===== src/rtl/core/ghcm_pkg.sv =====
// shared types and constants of the grid hit count map
package ghcm_pkg;

	localparam int GRID_COLS_DEF = 1024;
	localparam int GRID_ROWS_DEF = 1024;
	localparam int QUEUE_DEPTH   = 4;

	localparam int POS_W     = 32;
	localparam int CPU_W     = 16;
	localparam int COUNT_W   = 8;
	localparam int OUT_IDX_W = 10;
	localparam int CFG_IDX_W = 2;
	localparam int FRAC_W    = 16;

	localparam logic [COUNT_W-1:0] COUNT_MAX = 8'd255;

	localparam logic REQ_RECORD = 1'b0;
	localparam logic REQ_QUERY  = 1'b1;

	localparam logic [CFG_IDX_W-1:0] CFG_ORIGIN_X       = 2'd0;
	localparam logic [CFG_IDX_W-1:0] CFG_ORIGIN_Y       = 2'd1;
	localparam logic [CFG_IDX_W-1:0] CFG_CELLS_PER_UNIT = 2'd2;

	localparam logic [POS_W-1:0] ORIGIN_RESET = 32'hFFFE_0000;
	localparam logic [CPU_W-1:0] CPU_RESET    = 16'd256;

	typedef struct packed {
		logic full;
		logic empty;
	} q_status_t;

endpackage


===== src/rtl/core/ghcm_front.sv =====
// front end: position to clamped cell index and grid address
module ghcm_front #(
	parameter int GRID_COLS = ghcm_pkg::GRID_COLS_DEF,
	parameter int GRID_ROWS = ghcm_pkg::GRID_ROWS_DEF,
	parameter int CW = $clog2(GRID_COLS),
	parameter int RW = $clog2(GRID_ROWS),
	parameter int AW = $clog2(GRID_COLS * GRID_ROWS),
	parameter int IW = 1 + RW + CW + AW
) (
	input  logic                          clk,
	input  logic                          arst_n,
	input  logic                          in_valid,
	output logic                          in_stall,
	input  logic                          req_type,
	input  logic [ghcm_pkg::POS_W-1:0]    pos_x,
	input  logic [ghcm_pkg::POS_W-1:0]    pos_y,
	input  logic [ghcm_pkg::POS_W-1:0]    origin_x,
	input  logic [ghcm_pkg::POS_W-1:0]    origin_y,
	input  logic [ghcm_pkg::CPU_W-1:0]    cells_per_unit,
	input  logic                          blocked,
	input  ghcm_pkg::q_status_t           q_status,
	output logic                          push,
	output logic [IW-1:0]                 push_item
);
	localparam int PW = ghcm_pkg::POS_W;
	localparam int MW = ghcm_pkg::POS_W + ghcm_pkg::CPU_W;

	logic          adv;
	logic          v_s1, v_s2, v_s3;
	logic          req_s1, req_s2, req_s3;
	logic [PW:0]   dx_s1, dy_s1;
	logic          negx_s2, negy_s2;
	logic [MW-1:0] px_s2, py_s2;
	logic [CW-1:0] col_s3;
	logic [RW-1:0] row_s3;
	logic [PW-1:0] idx_x, idx_y;
	logic [CW-1:0] col_next;
	logic [RW-1:0] row_next;
	logic [AW-1:0] addr;

	assign adv      = !(v_s3 && q_status.full);
	assign in_stall = blocked || !adv;
	assign push     = v_s3 && !q_status.full;

	// floor of the 16 fraction bit product, clamped into the grid
	assign idx_x = px_s2[MW-1:ghcm_pkg::FRAC_W];
	assign idx_y = py_s2[MW-1:ghcm_pkg::FRAC_W];

	always_comb begin
		if (negx_s2) begin
			col_next = '0;
		end else if (idx_x >= PW'(GRID_COLS)) begin
			col_next = CW'(GRID_COLS - 1);
		end else begin
			col_next = idx_x[CW-1:0];
		end
		if (negy_s2) begin
			row_next = '0;
		end else if (idx_y >= PW'(GRID_ROWS)) begin
			row_next = RW'(GRID_ROWS - 1);
		end else begin
			row_next = idx_y[RW-1:0];
		end
	end

	assign addr      = AW'(AW'(row_s3) * AW'(GRID_COLS)) + AW'(col_s3);
	assign push_item = {req_s3, row_s3, col_s3, addr};

	always_ff @(posedge clk or negedge arst_n) begin
		if (!arst_n) begin
			v_s1 <= 1'b0;
			v_s2 <= 1'b0;
			v_s3 <= 1'b0;
		end else if (adv) begin
			v_s1 <= in_valid && !blocked;
			v_s2 <= v_s1;
			v_s3 <= v_s2;
		end
	end

	always_ff @(posedge clk) begin
		if (adv) begin
			req_s1  <= req_type;
			dx_s1   <= {pos_x[PW-1], pos_x} - {origin_x[PW-1], origin_x};
			dy_s1   <= {pos_y[PW-1], pos_y} - {origin_y[PW-1], origin_y};
			req_s2  <= req_s1;
			negx_s2 <= dx_s1[PW];
			negy_s2 <= dy_s1[PW];
			px_s2   <= MW'(dx_s1[PW-1:0]) * MW'(cells_per_unit);
			py_s2   <= MW'(dy_s1[PW-1:0]) * MW'(cells_per_unit);
			req_s3  <= req_s2;
			col_s3  <= col_next;
			row_s3  <= row_next;
		end
	end

endmodule


===== config.mk =====
export PLATFORM = sky130hd
export DESIGN_NAME = ghcm_front
export DESIGN_NICKNAME = d
export VERILOG_FILES = /design/src/rtl/core/ghcm_pkg.sv /design/src/rtl/core/ghcm_front.sv
export SDC_FILE = /design/constraint.sdc
export NUM_CORES = 2
export LEC_CHECK = 0
export BUFFER_PORTS_ARGS = -buffer_cell sky130_fd_sc_hd__buf_2
export CORE_MARGIN = 3
export CORE_UTILIZATION = 35
export DETAILED_ROUTE_END_ITERATION = 8
export HOLD_SLACK_MARGIN = 0.03
export PLACE_DENSITY = 0.56
export RECOVER_POWER = 100
export SLEW_MARGIN = 20
export SYNTH_ARGS = -nofsm -noshare
export SYNTH_HDL_FRONTEND = slang
export SYNTH_SLANG_ARGS = --single-unit

===== constraint.sdc =====
create_clock -name clk -period 7.8 [get_ports clk]
set_clock_uncertainty 0.1 [all_clocks]
set_input_delay 1.95 -clock clk [delete_from_list [all_inputs] [get_ports clk]]
set_output_delay 1.95 -clock clk [all_outputs]
set_load 0.02 [all_outputs]

# --- Word-level counts from Yosys, hierarchy flattened ---
# Index checks and enable logic that the tools add are counted.
word_totals:
  ff_bits: 190
  in_bits: 151
  out_inout_bits: 43
classes:
  add_sub_neg: 3
  n_mul: 2
  magnitude_cmp: 2
  muxes: 2
  reduce_logical: 6
op_table:
  columns: ["op", "count"]
  rows:
  - ["multiplier 32 x 16 -> 48 bit", 2]
  - ["subtractor 32 x 32 -> 33 bit", 2]
  - ["greater-or-equal comparator 32 x 11 -> 1 bit (second input constant)", 2]
  - ["adder 20 x 10 -> 20 bit", 1]
  - ["2-to-1 mux 10 bit", 2]
  - ["logical AND 1 bit", 3]
  - ["zero test 1 bit", 2]
  - ["logical OR 1 bit", 1]

# --- Depth between registers and ports, before layout ---
depth:
  depth_word: 2
  mapped_depth: 26
  ltp_nobuf: 23

# --- Worst setup path after synthesis ---
# Ideal clock, no wire load.
synth_path:
  path_kind: "input port to flip-flop"
  start: "in cells_per_unit[7] in the netlist's numbering"
  end: "reg py_s2[33] (data pin)"
  setup_ps: 258
  arrival_time_ps: 7899
  slack_ps: -457
  path_stages: 25
  path_cell_list: "clkbuf_1 > clkbuf_1 > nand2_1 > fa_1 > inv_1 > fa_1 > inv_1 > fa_1 > inv_1 > fa_1 > fa_1 > inv_1 > fa_1 > inv_1 > ha_1 > and4_4 > and3_1 > a221o_1 > a221oi_2 > a21oi_2 > a41o_1 > a21oi_1 > o21ai_1 > a21oi_2 > xnor2_1"
synth_via:
  elab_chain_cells: 1
synth_lines:
  columns: ["element", "line_no", "source"]
  rows:
  - ["start, declared", "ghcm_front.sv:19", "input logic [ghcm_pkg::CPU_W-1:0] cells_per_unit,"]
  - ["multiplier 32 x 16 -> 48 bit", "ghcm_front.sv:90", "py_s2 <= MW'(dy_s1[PW-1:0]) * MW'(cells_per_unit);"]
  - ["end signal, assigned", "ghcm_front.sv:90", null]
  - ["end, declared", "ghcm_front.sv:33", "logic [MW-1:0] px_s2, py_s2;"]
# Every way passes these cells.
# A chain may end at the register's enable or synchronous reset.

# --- Worst setup path after layout ---
layout_path:
  start: "in cells_per_unit[7] in the netlist's numbering"
  end: "reg py_s2[45] (data pin)"
# The elaborated chain is that of the path after synthesis.

==> impl_metrics.env <==
export IMPL_numCtsBuffers=17
export IMPL_drive_above_1_share_pct=13.0
export IMPL_synth_flop_cell="edfxtp_1"
export IMPL_coreArea_um2=111000
export IMPL_grt_pass1_vias=31100
export IMPL_placed_cells=6069
export IMPL_whs_endpoint="req_s2"
export IMPL_synth_edff_count=155
export IMPL_worst_path_largest_cell_delay_ns=0.62
export IMPL_min_period_ns=7.76
export IMPL_synth_seq_area_share_pct=11.9
export IMPL_worstMarginPinSlew_ns=3.53
export IMPL_violations="max-capacitance violations, max-slew violations"
export IMPL_fin_ws_ns=0.0371
export IMPL_start_kind="input port"
export IMPL_stdcell_area_um2=45600
export IMPL_ant_nets=0
export IMPL_cp_max_fo=22
export IMPL_worstRegToRegCells=21
export IMPL_first_pass_iters=5
export IMPL_clockBufferDepth=2
export IMPL_ctsHoldBuffers=0
export IMPL_clockRootBuffer="clkbuf_16"
export IMPL_reg2reg_from="dy_s1[20]"
export IMPL_min_path_cells=0
export IMPL_yosys_warnings=0
export IMPL_cts_sinks=158
export IMPL_synth_cells=4287
export IMPL_ios=194
export IMPL_utilization_pct=40.9
export IMPL_routedWlPerCell_um=16.6
export IMPL_setup_viol=0
export IMPL_num_nets_final=5908
export IMPL_hold_viol=0
export IMPL_fin_crit_sh_pct=99.5
export IMPL_die_area_um2=117000
export IMPL_drc_errors=0
export IMPL_dpl_cell_area_um2=44300
export IMPL_fillers=11200
export IMPL_worstReg2RegEnd="py_s2[45]"
export IMPL_max_freq_mhz=129
export IMPL_layout_common_cells="inv_1, fa_1, nand2_1"
export IMPL_grt_ovfl_total=0
export IMPL_synth_cell_type_count=68
export IMPL_stdcell_count=6125
export IMPL_area_growth_pct=15.2
export IMPL_grt_max_degree=100
export IMPL_wirelength_um=102000
export IMPL_hp_class="register to register"
export IMPL_crit_required_ns=7.97
export IMPL_crit_arrival_ns=7.93
export IMPL_end_kind="register"
export IMPL_dp_hpwl_um=83200
export IMPL_slew_violations=68
export IMPL_grt_pass1_wl_um=164000
export IMPL_std_cell_rows=122
export IMPL_crit_path_top_delay_cell="fa_2"
export IMPL_vias_per_cell=4.75
export IMPL_grt_usage_pct=17.7
export IMPL_final_common_cell="inv_1"
export IMPL_cts_tree="done"
export IMPL_gp_congestion=0.853
export IMPL_synthArstFlopShare_pct=1.90
export IMPL_die_h_um=342
export IMPL_worstSetupPathType="input port to register"
export IMPL_synth_fp_nets=5572
export IMPL_htree_levels=4
export IMPL_worstHoldStart="req_s1"
export IMPL_path_clk_slew_ns=0.07
export IMPL_crit_chain="buf_6 > buf_12 > buf_4 > buf_12 > nand2_1 > fa_2 > inv_1 > fa_1 > fa_2 > fa_2 > fa_1 > inv_1 > fa_1 > inv_1 > ha_1 > and3_4 > nand2_4 > or4_4 > a211oi_4 > nor2_4 > o21bai_4 > a31oi_2 > o21ba_2 > xnor2_1"
export IMPL_dp_slack_ns=-0.647
export IMPL_reg2reg_slack_ns=0.96
export IMPL_clock_latency_ns=0.51
export IMPL_syn_avg_cell_area_um2=9.24
export IMPL_maxCapViolCount=3
export IMPL_io_buffers=192
export IMPL_status="finished, violations left"
export IMPL_ys_ff_latch=158
export IMPL_die_w_um=342
export IMPL_antenna_found_initial=1
export IMPL_drt_iter0_markers=1352
export IMPL_via_count=29100
export IMPL_slew_headroom_pct=-135
export IMPL_netlist_area_um2=39600
export IMPL_rsz0062_at_grt="yes"
export IMPL_start_util_pct=35.5
## metrics by stage
step / setup TNS, ns / hold slack, ns
floorplan: -0.556 / 0.300
global placement: -18.12 / 0.301
detailed placement: -19.03 / 0.309
CTS: 0 / 0.327
global route: -0.227 / 0.331
finish: 0 / 0.324
## synthesized netlist by cell type, drive strengths merged (3+ instances only)
| master | n | area share (%) |
|---|---|---|
| xnor2 | 81 | 1.8 |
| clkbuf | 185 | 1.8 |
| nand3b | 3 | 0.057 |
| o21bai | 21 | 0.41 |
| a211oi | 8 | 0.15 |
| o21a | 15 | 0.28 |
| nand2b | 16 | 0.25 |
| a311oi | 3 | 0.066 |
| ha | 298 | 9.4 |
| buf | 25 | 0.44 |
| a31oi | 14 | 0.22 |
| nand4 | 22 | 0.35 |
| a211o | 4 | 0.088 |
| nand2 | 654 | 6.2 |
| dfrtp | 3 | 0.19 |
| o21ai | 76 | 0.96 |
| o211ai | 4 | 0.076 |
| nor2 | 64 | 0.61 |
| nor3 | 6 | 0.088 |
| nor2b | 21 | 0.33 |
| or2 | 4 | 0.063 |
| a21boi | 4 | 0.076 |
| a41oi | 4 | 0.088 |
| and2 | 423 | 6.7 |
| edfxtp | 155 | 12 |
| fa | 836 | 42 |
| nor4 | 13 | 0.21 |
| o31ai | 4 | 0.076 |
| a21oi | 139 | 1.8 |
| a21o | 78 | 1.5 |
| inv | 981 | 9.3 |
| xor2 | 43 | 0.95 |
| a221oi | 4 | 0.12 |
| o41ai | 4 | 0.15 |
| and3 | 11 | 0.17 |
| nand3 | 29 | 0.37 |
| or4 | 3 | 0.057 |
## metal layers
metal / wire, um / GRT usage (%) / vias up
met5: 13 / 0 / -
li1: - / - / 13500
met1: 46500 / 24.6 / 14900
met3: 5910 / 3.47 / 79
met4: 1500 / 3.79 / 2
met2: 47600 / 28.7 / 615
## worst max-delay path by stage
| stage | start | endpoint |
|---|---|---|
| after floorplan | cells_per_unit[7] | py_s2[47] |
| after global placement | cells_per_unit[10] | px_s2[41] |
| after detailed placement | cells_per_unit[10] | px_s2[41] |
| after CTS | cells_per_unit[9] | py_s2[45] |
| after global routing | cells_per_unit[6] | px_s2[41] |
| final | cells_per_unit[7] | py_s2[45] |
## critical path: cells and delay by family
kind,cells,cell delay [ns]
simple gates,5,0.97
fa+ha+maj,7,3.38
compound gates,4,0.80
buf+inv,7,0.70
xor+xnor,1,0.12
## flip-flops by register name (all words and copies together), names as in the netlist, 10 cells and up
register  count
dy_s1        33
dx_s1        33
px_s2        32
col_s3       10
py_s2        32
row_s3       10
## cells by family (layout without fill, tap and decap cells)
| group | count (synthesis) | count (layout) | share of synthesized area, % |
|---|---|---|---|
| AND/OR/NAND/NOR | 1275 | 1275 | 15.6 |
| adder cells (fa/ha/maj) | 1134 | 1134 | 51.7 |
| other | 0 | 1 | 0 |
| flip-flops | 158 | 158 | 11.9 |
| buffers and inverters | 1191 | 1540 | 11.5 |
| XOR/XNOR | 124 | 124 | 2.74 |
| multiplexers | 1 | 1 | 0.0284 |
| AO/OA/AOI/OAI | 404 | 404 | 6.57 |
## area by class of cell
class | instances | area, um^2 | area share, %
Antenna cell | 1 | 2.50 | 0.00549
Timing Repair Buffer | 527 | 4000 | 8.76
Tap cell | 1488 | 1860 | 4.08
Clock inverter | 13 | 165 | 0.362
Sequential cell | 158 | 4730 | 10.4
Multi-Input combinational cell | 2938 | 30700 | 67.4
Clock buffer | 19 | 433 | 0.949
Inverter | 981 | 3680 | 8.07
## repair_timing
action                                  4_1_cts  5_1_grt
resized for setup                             8      120
setup buffers                                 1       13
pin swaps                                     7       43
gates cloned                                  0        9
endpoints found under the hold margin         0        0
endpoints found under the setup margin        7       36
Power is not shown: default switching activity piles up to over one toggle a cycle in this logic, so the estimate is an artifact.
