## config.mk

```make
export PLATFORM = sky130hd
export DESIGN_NAME = ghcm_queue
export DESIGN_NICKNAME = d
export VERILOG_FILES = /design/src/rtl/core/ghcm_pkg.sv /design/src/rtl/core/ghcm_queue.sv
export SDC_FILE = /design/constraint.sdc
export NUM_CORES = 1
export LEC_CHECK = 0
export BUFFER_PORTS_ARGS = -buffer_cell sky130_fd_sc_hd__buf_2
export CAP_MARGIN = 20
export CORE_MARGIN = 1
export CORE_UTILIZATION = 29
export CTS_CLUSTER_SIZE = 20
export DETAILED_ROUTE_END_ITERATION = 6
export PLACE_DENSITY_LB_ADDON = 0.08
export SYNTH_ARGS = -nofsm -noshare
export SYNTH_HDL_FRONTEND = slang
export SYNTH_SLANG_ARGS = --single-unit
export TNS_END_PERCENT = 1
```

## constraint.sdc

```tcl
create_clock -name clk -period 1.75 [get_ports clk]
set_clock_uncertainty 0.05 [all_clocks]
set_input_delay 0.2625 -clock clk [delete_from_list [all_inputs] [get_ports clk]]
set_output_delay 0.2625 -clock clk [all_outputs]
set_load 0.01 [all_outputs]
```

## src/rtl/core/ghcm_pkg.sv

```systemverilog
// shared types and constants of the grid hit count map
package ghcm_pkg;

	localparam int GRID_COLS_DEF = 1024;
	localparam int GRID_ROWS_DEF = 1024;
	localparam int QUEUE_DEPTH   = 4;

	localparam int POS_W     = 32;
	localparam int CPU_W     = 16;
	localparam int COUNT_W   = 8;
	localparam int OUT_IDX_W = 10;
	localparam int CFG_IDX_W = 2;
	localparam int FRAC_W    = 16;

	localparam logic [COUNT_W-1:0] COUNT_MAX = 8'd255;

	localparam logic REQ_RECORD = 1'b0;
	localparam logic REQ_QUERY  = 1'b1;

	localparam logic [CFG_IDX_W-1:0] CFG_ORIGIN_X       = 2'd0;
	localparam logic [CFG_IDX_W-1:0] CFG_ORIGIN_Y       = 2'd1;
	localparam logic [CFG_IDX_W-1:0] CFG_CELLS_PER_UNIT = 2'd2;

	localparam logic [POS_W-1:0] ORIGIN_RESET = 32'hFFFE_0000;
	localparam logic [CPU_W-1:0] CPU_RESET    = 16'd256;

	typedef struct packed {
		logic full;
		logic empty;
	} q_status_t;

endpackage

```

## src/rtl/core/ghcm_queue.sv

```systemverilog
// short queue of classified cell operations between front and back
module ghcm_queue #(
	parameter int WIDTH = 8,
	parameter int DEPTH = ghcm_pkg::QUEUE_DEPTH
) (
	input  logic                clk,
	input  logic                arst_n,
	input  logic                push,
	input  logic [WIDTH-1:0]    push_item,
	input  logic                pop,
	output logic [WIDTH-1:0]    head,
	output ghcm_pkg::q_status_t q_status
);
	localparam int PW = $clog2(DEPTH);

	logic [WIDTH-1:0] entries_q [DEPTH];
	logic [PW-1:0]    wr_ptr_q, rd_ptr_q;
	logic [PW:0]      count_q;

	assign head           = entries_q[rd_ptr_q];
	assign q_status.full  = (count_q == (PW+1)'(DEPTH));
	assign q_status.empty = (count_q == '0);

	always_ff @(posedge clk or negedge arst_n) begin
		if (!arst_n) begin
			wr_ptr_q <= '0;
			rd_ptr_q <= '0;
			count_q  <= '0;
		end else begin
			if (push) begin
				wr_ptr_q <= (wr_ptr_q == PW'(DEPTH - 1)) ? '0 : wr_ptr_q + 1'b1;
			end
			if (pop) begin
				rd_ptr_q <= (rd_ptr_q == PW'(DEPTH - 1)) ? '0 : rd_ptr_q + 1'b1;
			end
			if (push && !pop) begin
				count_q <= count_q + 1'b1;
			end else if (pop && !push) begin
				count_q <= count_q - 1'b1;
			end
		end
	end

	always_ff @(posedge clk) begin
		if (push) begin
			entries_q[wr_ptr_q] <= push_item;
		end
	end

endmodule

```

==> Yosys cells after proc, flatten, opt, wreduce, memory -nomap -nowiden <==
Memories as Yosys holds them, arrays and structs flattened.
Cells that the tools add are included.
{ "totals": {"ff_bits": 7, "memories": 1, "output_inout_bits": 10, "ram_bits": 32} }
{ "mem_list": {"columns": ["name", "depth", "width", "rd", "rd_clocked_by_memory_dff", "wr", "line", "text"], "rows": [
  ["entries_q", 4, 8, 1, 0, 1, "ghcm_queue.sv:16", "logic [WIDTH-1:0] entries_q [DEPTH];"]
]} }
{ "op_classes": {"mux": 6, "reduce_logical": 6, "eq_ne": 3, "add_sub_neg": 4} }
{ "op_table": {"columns": ["op", "n"], "rows": [
  ["$mux 3", 2],
  ["$add 2x1->2 const B", 2],
  ["$eq 2x2->1 const B", 2],
  ["$mux 2", 2],
  ["$add 3x1->3 const B", 1],
  ["$eq 3x3->1 const B", 1],
  ["$logic_not 3->1", 1],
  ["$sub 3x1->3 const B", 1],
  ["$logic_and 1x1->1", 2],
  ["$logic_not 1->1", 2],
  ["$mux 1", 2],
  ["$reduce_bool 2->1", 1]
]} }

==> Logic depth before layout (Yosys ltp) <==
Gate-level depths: netlist of the first run.
{ "depth": {"ltp_word": 4, "ltp_mapped": 7, "mapped_depth_nobuf": 7} }

==> Worst setup path after synthesis of the first run <==
No wires, ideal clock.
{ "synth_path": {"kind": "input-to-reg", "from": "input pop", "to": "register count_q[2]", "arrival_time_ps": 1291, "path_slack_ps": 330, "required_time_ps": 1621, "path_stages": 7, "setup_time_ps": 79, "path_cell_list": "inv_1 > ha_1 > inv_1 > fa_1 > xor2_1 > nor2_1 > xor2_1"} }
{ "synth_between": {"elab_chain_cells": 3, "word_cells_on_any_way": 5} }
{ "synth_rtl": {"columns": ["element", "line", "text"], "rows": [
  ["start, declared", "ghcm_queue.sv:10", "input logic pop,"],
  ["$logic_not 1->1", "ghcm_queue.sv:36", "if (push && !pop) begin"],
  ["$logic_and 1x1->1", "ghcm_queue.sv:36", null],
  ["$mux 3 or $reduce_bool 2->1 (tied branches)", null, null],
  ["end signal, assigned", "ghcm_queue.sv:37", "count_q <= count_q + 1'b1;"],
  ["end signal, assigned", "ghcm_queue.sv:39", "count_q <= count_q - 1'b1;"],
  ["end, declared", "ghcm_queue.sv:18", "logic [PW:0] count_q;"]
]} }
Several ways; a longest one is shown, not always the timed one.
A chain may end at the register's enable or synchronous reset.

==> Worst setup path in the final report of the first run <==
{ "layout_path": {"from": "register rd_ptr_q[0]", "to": "output head[4]"} }
{ "layout_between": {"elab_chain_cells": 1} }
{ "layout_rtl": {"columns": ["element", "line", "text"], "rows": [
  ["start, declared", "ghcm_queue.sv:17", "logic [PW-1:0] wr_ptr_q, rd_ptr_q;"],
  ["start signal, assigned", "ghcm_queue.sv:34", "rd_ptr_q <= (rd_ptr_q == PW'(DEPTH - 1)) ? '0 : rd_ptr_q + 1'b1;"],
  ["$mem_v2 4x8", null, null],
  ["end, declared", "ghcm_queue.sv:11", "output logic [WIDTH-1:0] head,"]
]} }
No other way between the ends.

==> results of run 1 <==
[synth_stat cells, drive strengths merged]
library cell,number
o21ai,2
nor3,2
mux2,2
nor3b,1
xor2,2
nor2,2
buf,2
ha,6
inv,4
mux4,8
edfxtp,32
nand2,2
and2,4
dfrtp,7
fa,1
xnor2,1
a21o,1
[critical path: cells and delay by family (launching register included)]
| family | cells | cell delay [ns] |
|---|---|---|
| buffers and inverters | 2 | 0.30 |
| flip-flops | 1 | 0.37 |
| multiplexers | 1 | 0.53 |
[stage by stage]
step / setup TNS (ns) / worst slack [ns]
after floorplan: 0 / 0.330
after global placement: 0 / 0.164
after detailed placement: 0 / 0.140
after CTS: -0.347 / -0.0611
after global routing: -0.783 / -0.106
final: -0.220 / -0.0414
[logic make-up (layout without fill, tap and decap cells)]
logic type	count (synthesis)	count (layout)
DFF	39	39
adders and majority gates	7	7
buffers and inverters	6	41
AOI/OAI and AO/OA	3	3
muxes	10	10
xor gates and xnor gates	3	3
and+or+nand+nor	11	11
[sequential cells by signal (all words and copies together), names as in the netlist]
| register | count |
|---|---|
| count_q | 3 |
| wr_ptr_q | 2 |
| entries_q | 32 |
| rd_ptr_q | 2 |
[cell usage in the layout, fill, tap and decap left out, types with 3 or more instances in the layout]
cell,netlist,routed
buf_12,0,3
clkbuf_8,0,5
ha_1,6,6
buf_4,0,3
inv_1,4,4
buf_2,1,15
and2_1,4,4
edfxtp_1,32,32
dfrtp_1,7,6
buf_6,1,7
mux4_2,8,8
[metal layers]
layer | wire (um) | vias up
met5 | 0 | -
met3 | 85 | 4
met2 | 1240 | 16
met4 | 33 | 0
li1 | - | 367
met1 | 1220 | 371
[where the power goes]
part	switching [W]	leakage (nW)	internal, W
sequential	0.000146	0.376	0.00122
clock	0.000299	0.0422	0.000280
combinational	0.000414	0.320	0.000587
total	0.000859	0.739	0.00209
[final timing paths]
kind / cells past startpoint / to / start / slack (ns)
setup / recovery: 3 / head[4] / rd_ptr_q[0] / -0.04
hold / removal: 1 / entries_q[2][4] / push_item[4] / 0.14
setup reg to reg: 4 / entries_q[2][0] / wr_ptr_q[0] / 0.36
hold reg to reg: 1 / count_q[2] / count_q[2] / 0.45
max in group asynchronous: 2 / rd_ptr_q[1] / arst_n / 1.19
min in group asynchronous: 2 / count_q[1] / arst_n / 0.29
[what timing repair did]
action,4_1_cts,5_1_grt
gates resized for setup,4,4
endpoints found under the setup margin,8,8
hold buffers,1,0
pin swaps,0,0
hold endpoints to repair,7,0
[final cells by class]
cell class,instances,area [um^2],area share
Sequential cell,39,1140,0.578
Timing Repair Buffer,29,246,0.125
Multi-Input combinational cell,34,400,0.203
Clock buffer,7,76.3,0.0388
Inverter,4,15.0,0.00763
Tap cell,70,87.6,0.0445
Clock inverter,1,5.00,0.00254
==> results.md, run 1 <==
* Worst rel slew slack at 0.813
* Fin crit period at 1.79 ns
* Critical path fanouts, max at 6
* CP startpoint kind: register
* Crit-path cells: buf_6 > mux4_2 > buf_6
* Multiplexer share of the synthesized area at 0.129
* CTS tree: done
* Placeable core area at 0.00517 mm^2
* Setup Buffers After CTS at 0
* ANT cells at 0
* Max Clk Rate at 558 MHz
* Dpl hpwl at 1.84 mm
* Pin count of the biggest net entering global routing at 12
* Slowest stage delay, CP at 0.53 ns
* Met2 GRT Util at 0.177
* Final worst slack at -0.0414 ns
* First-pass DRT Iterations at 3
* GR Util met1 at 0.135
* Main combinational cell family by area after synthesis: multiplexers
* Design Area, Final at 0.00197 mm^2
* Vias/cell at 4.12
* Final hold slack at 0.142 ns
* Cell area after synthesis at 0.00157 mm^2
* Vias at 758
* Simple-Gate Fraction of Synth Area at 0.0367
* Post-Syn Area per Cell at 19.8 um^2
* Post-DP Area at 0.00183 mm^2
* Complex-gate fraction of the synthesized area at 0.0120
* Layout area overhead at 25.5%
* Starting Density at 0.303
* Failing checks: setup timing
* CTS H-tree lvls at 2
* Synth Register Bits at 39
* Initial antenna violation count at 0
* Main area contributors after synthesis: edfxtp_1 61%, mux4_2 11%, dfrtp_1 11%
* Routed WL at 2.59 mm
* Seq/Total Area, Yosys at 0.725
* RSZ-0062 raised after global routing: yes
* Util after Layout at 0.381
* Clock Latency Late Sink at 0.28 ns
* IO Count at 22
* Power, Total at 0.00295 W
* Pleak at 0.739 nW
* Synth top area share at 0.613
* Slew Limit Fails at 0
* Routed length per instance at 14.0 um
* XOR/XNOR share of the synthesized area at 0.0168
* Crit path DAT at 1.48 ns
* Outcome: finished with violations
* Net Count, Synth at 98
* Busiest layer in global routing: met2
* Chip Width at 75.5 um
* CTS Buf Count at 5
* CTS max path bufs at 2
* Fin crit share at 1.02
* Net count reported at finish at 132
* M3 GR Usage at 0.0397
* DRC at 0
* Global placement routability congestion at 0.661
* Adder-cell area share of the yosys netlist at 0.0607
* GRT Total Usage at 0.111
* Least-Margin Pin Slew at 0.280 ns
* CTS clk-pin slew, worst paths at 0.07 ns
* Num rows at 26
* Finished Layout Cells at 184
* First-pass GRT wire length at 4.24 mm
* Setup violations, final at 8
* ANT nets after route at 0
* Worst hold path class: in -> reg
* Number of port buffers at 21
* CP required at 1.44 ns
* Synthesized instance count at 79
* Synth unique cells at 18
* Die Ht at 75.5 um
* Pwr dens at 1500 mW/mm^2
* Number of global-route vias before repair at 852
* Largest area contributor in the netlist: edfxtp_1
* Clock sinks at 39
* Yosys warning total at 0
* GR Overflow Total at 0
* Most Frequent Cell on Critical Path: buf_6
* Fillers at 488
* Kind of end point of the critical path: output port
* Clock Tree Root: clkbuf_8
* Share of layout cells above drive strength 1 at 0.404
* Die area at 0.00570 mm^2
* Maxcap violations at 0
* Final hold violation count at 0
* WS Path Type: reg -> out
* Placed cells at 175
* Number of DRC markers in iteration 0 at 14
* Peak VDD IR at 0.000521 V
* Critical path's slowest cell: mux4_2
Note: power is estimated with default switching activity, not from simulation.
==> inputs of run 2 (changes only) <==
- CORE_MARGIN: 1 -> 2
==> results.md, run 2 (synthesized netlist as in run 1, its figures left out) <==
* ANT cells at 0
* Biggest regs: entries_q (32), count_q (3)
* Pin count of the biggest net entering global routing at 12
* Crit path DAT at 1.47 ns
* Setup violations, final at 8
* Worst rel slew slack at 0.801
* Pwr dens at 1490 mW/mm^2
* Clock Tree Root: clkbuf_8
* Flip-flop count of the largest register after layout at 32
* Fin crit share at 1.02
* WHS Endpoint: entries_q[2][5]
* Die area at 0.00601 mm^2
* Critical path's slowest cell: mux4_2
* Final hold violation count at 0
* Fin crit period at 1.78 ns
* DRC at 0
* Maxcap violations at 0
* Final hold slack at 0.140 ns
* Global placement routability congestion at 0.646
* Number of DRC markers in iteration 0 at 37
* Die Ht at 77.5 um
* CTS Buf Count at 5
* Worst reg2reg path endpoint: count_q[2]
* Pleak at 0.734 nW
* Final worst slack at -0.0278 ns
* Max Clk Rate at 562 MHz
* Starting Density at 0.303
* Crit-path cells: buf_6 > mux4_2 > buf_6
* Setup Buffers After CTS at 0
* Hold Path Origin: push_item[5]
* Most Frequent Cell on Critical Path: buf_6
* Util after Layout at 0.373
* Share of layout cells above drive strength 1 at 0.414
* Area occupied by multi-input gates at 400 um^2
* Peak VDD IR at 0.000507 V
* Worst hold path class: in -> reg
* CP startpoint kind: register
* Number of port buffers at 21
* Failing checks: setup timing
* Routed length per instance at 15.0 um
* Critical path fanouts, max at 6
* Chip Width at 77.5 um
* Net count reported at finish at 134
* IO Count at 22
* Layout area overhead at 22.9%
* Worst reg2reg setup slack at 0.35 ns
* Most flops, register: entries_q
* WS Path Type: reg -> out
* Leading cell type in the layout, fill and taps excluded: edfxtp_1
* RSZ-0062 raised after global routing: yes
* GR Overflow Total at 0
* CTS H-tree lvls at 2
* Slew Limit Fails at 0
* Hold path depth at 1
* Register area at 0.00114 mm^2
* Num rows at 26
* Vias/cell at 4.24
* Kind of end point of the critical path: output port
* CTS max path bufs at 2
* CTS tree: done
* Least-Margin Pin Slew at 0.298 ns
* GRT Total Usage at 0.108
* Placeable core area at 0.00517 mm^2
* Fillers at 505
* First-pass DRT Iterations at 4
* Clock Latency Late Sink at 0.29 ns
* ANT nets after route at 0
* R2r startpoint: count_q[0]
* Slowest stage delay, CP at 0.52 ns
* Dpl hpwl at 1.98 mm
* Outcome: finished with violations
* Number of global-route vias before repair at 851
* CTS clk-pin slew, worst paths at 0.07 ns
* CP required at 1.44 ns
* Clock sinks at 39
* R2r worst-path depth at 4
* Most frequent cells in the layout: 32 x edfxtp_1, 18 x buf_2, 8 x mux4_2, 8 x buf_4
* Routed WL at 2.80 mm
* Initial antenna violation count at 0
* Vias at 788
* First-pass GRT wire length at 4.63 mm
-- run 2: changes by cell type in the layout (fill, tap and decap cells not counted), sizes merged --
cell,change
buf,+2
-- run 2: through the flow --
stage               area, um^2  setup TNS, ns  setup WS, ns  power (W)  instances
finish                    1930         -0.104       -0.0278    0.00287        186
global route              1930         -0.864        -0.131    0.00309        186
CTS                       1920         -0.382       -0.0634    0.00291        186
detailed placement        1810              0         0.117    0.00228        177
global placement          1810              0         0.155    0.00227        177
floorplan                 1570              0         0.330    0.00192         79
-- run 2: how the worst max path moves through the flow --
| stage | from | endpoint | slack [ns] | cells past startpoint |
|---|---|---|---|---|
| floorplan | pop | count_q[2] | 0.33 | 7 |
| global placement | pop | count_q[2] | 0.16 | 8 |
| detailed placement | pop | count_q[2] | 0.12 | 8 |
| CTS | rd_ptr_q[0] | head[6] | -0.06 | 3 |
| global route | rd_ptr_q[0] | head[6] | -0.13 | 3 |
| finish | rd_ptr_q[0] | head[3] | -0.03 | 3 |
-- run 2: critical path: cells and delay by family, from the launching register on --
| kind | cells | cell delay, ns |
|---|---|---|
| flops | 1 | 0.36 |
| buf+inv | 2 | 0.30 |
| mux | 1 | 0.52 |
-- run 2: area by class of cell --
| cell class | count | share of cell area |
|---|---|---|
| flip-flops and latches | 39 | 0.590 |
| multi-input cells | 34 | 0.208 |
| repair buffers | 31 | 0.106 |
| well taps | 70 | 0.0455 |
| clock buffers | 7 | 0.0396 |
| inverters | 4 | 0.00779 |
| clock inverters | 1 | 0.00260 |
-- run 2: what timing repair did --
item | 4_1_cts | 5_1_grt
gates cloned | 0 | 0
hold buffers | 1 | 0
pin swaps | 0 | 0
resized for setup | 4 | 1
endpoints found under the hold margin | 7 | 0
setup endpoints to repair | 8 | 8
-- run 2: metal layers --
layer  part of all wire  global-route usage  vias up
met4              0.014              0.0536        0
met1               0.47               0.141      396
li1                   -                   -      369
met3              0.037              0.0384        4
met2               0.47               0.161       19
met5                  0                   0        -
-- run 2: report_power, final --
part           switching, W  total, W  internal [W]
Clock              0.000298  0.000578      0.000280
Sequential         0.000150   0.00137       0.00122
Combinational      0.000406  0.000923      0.000517
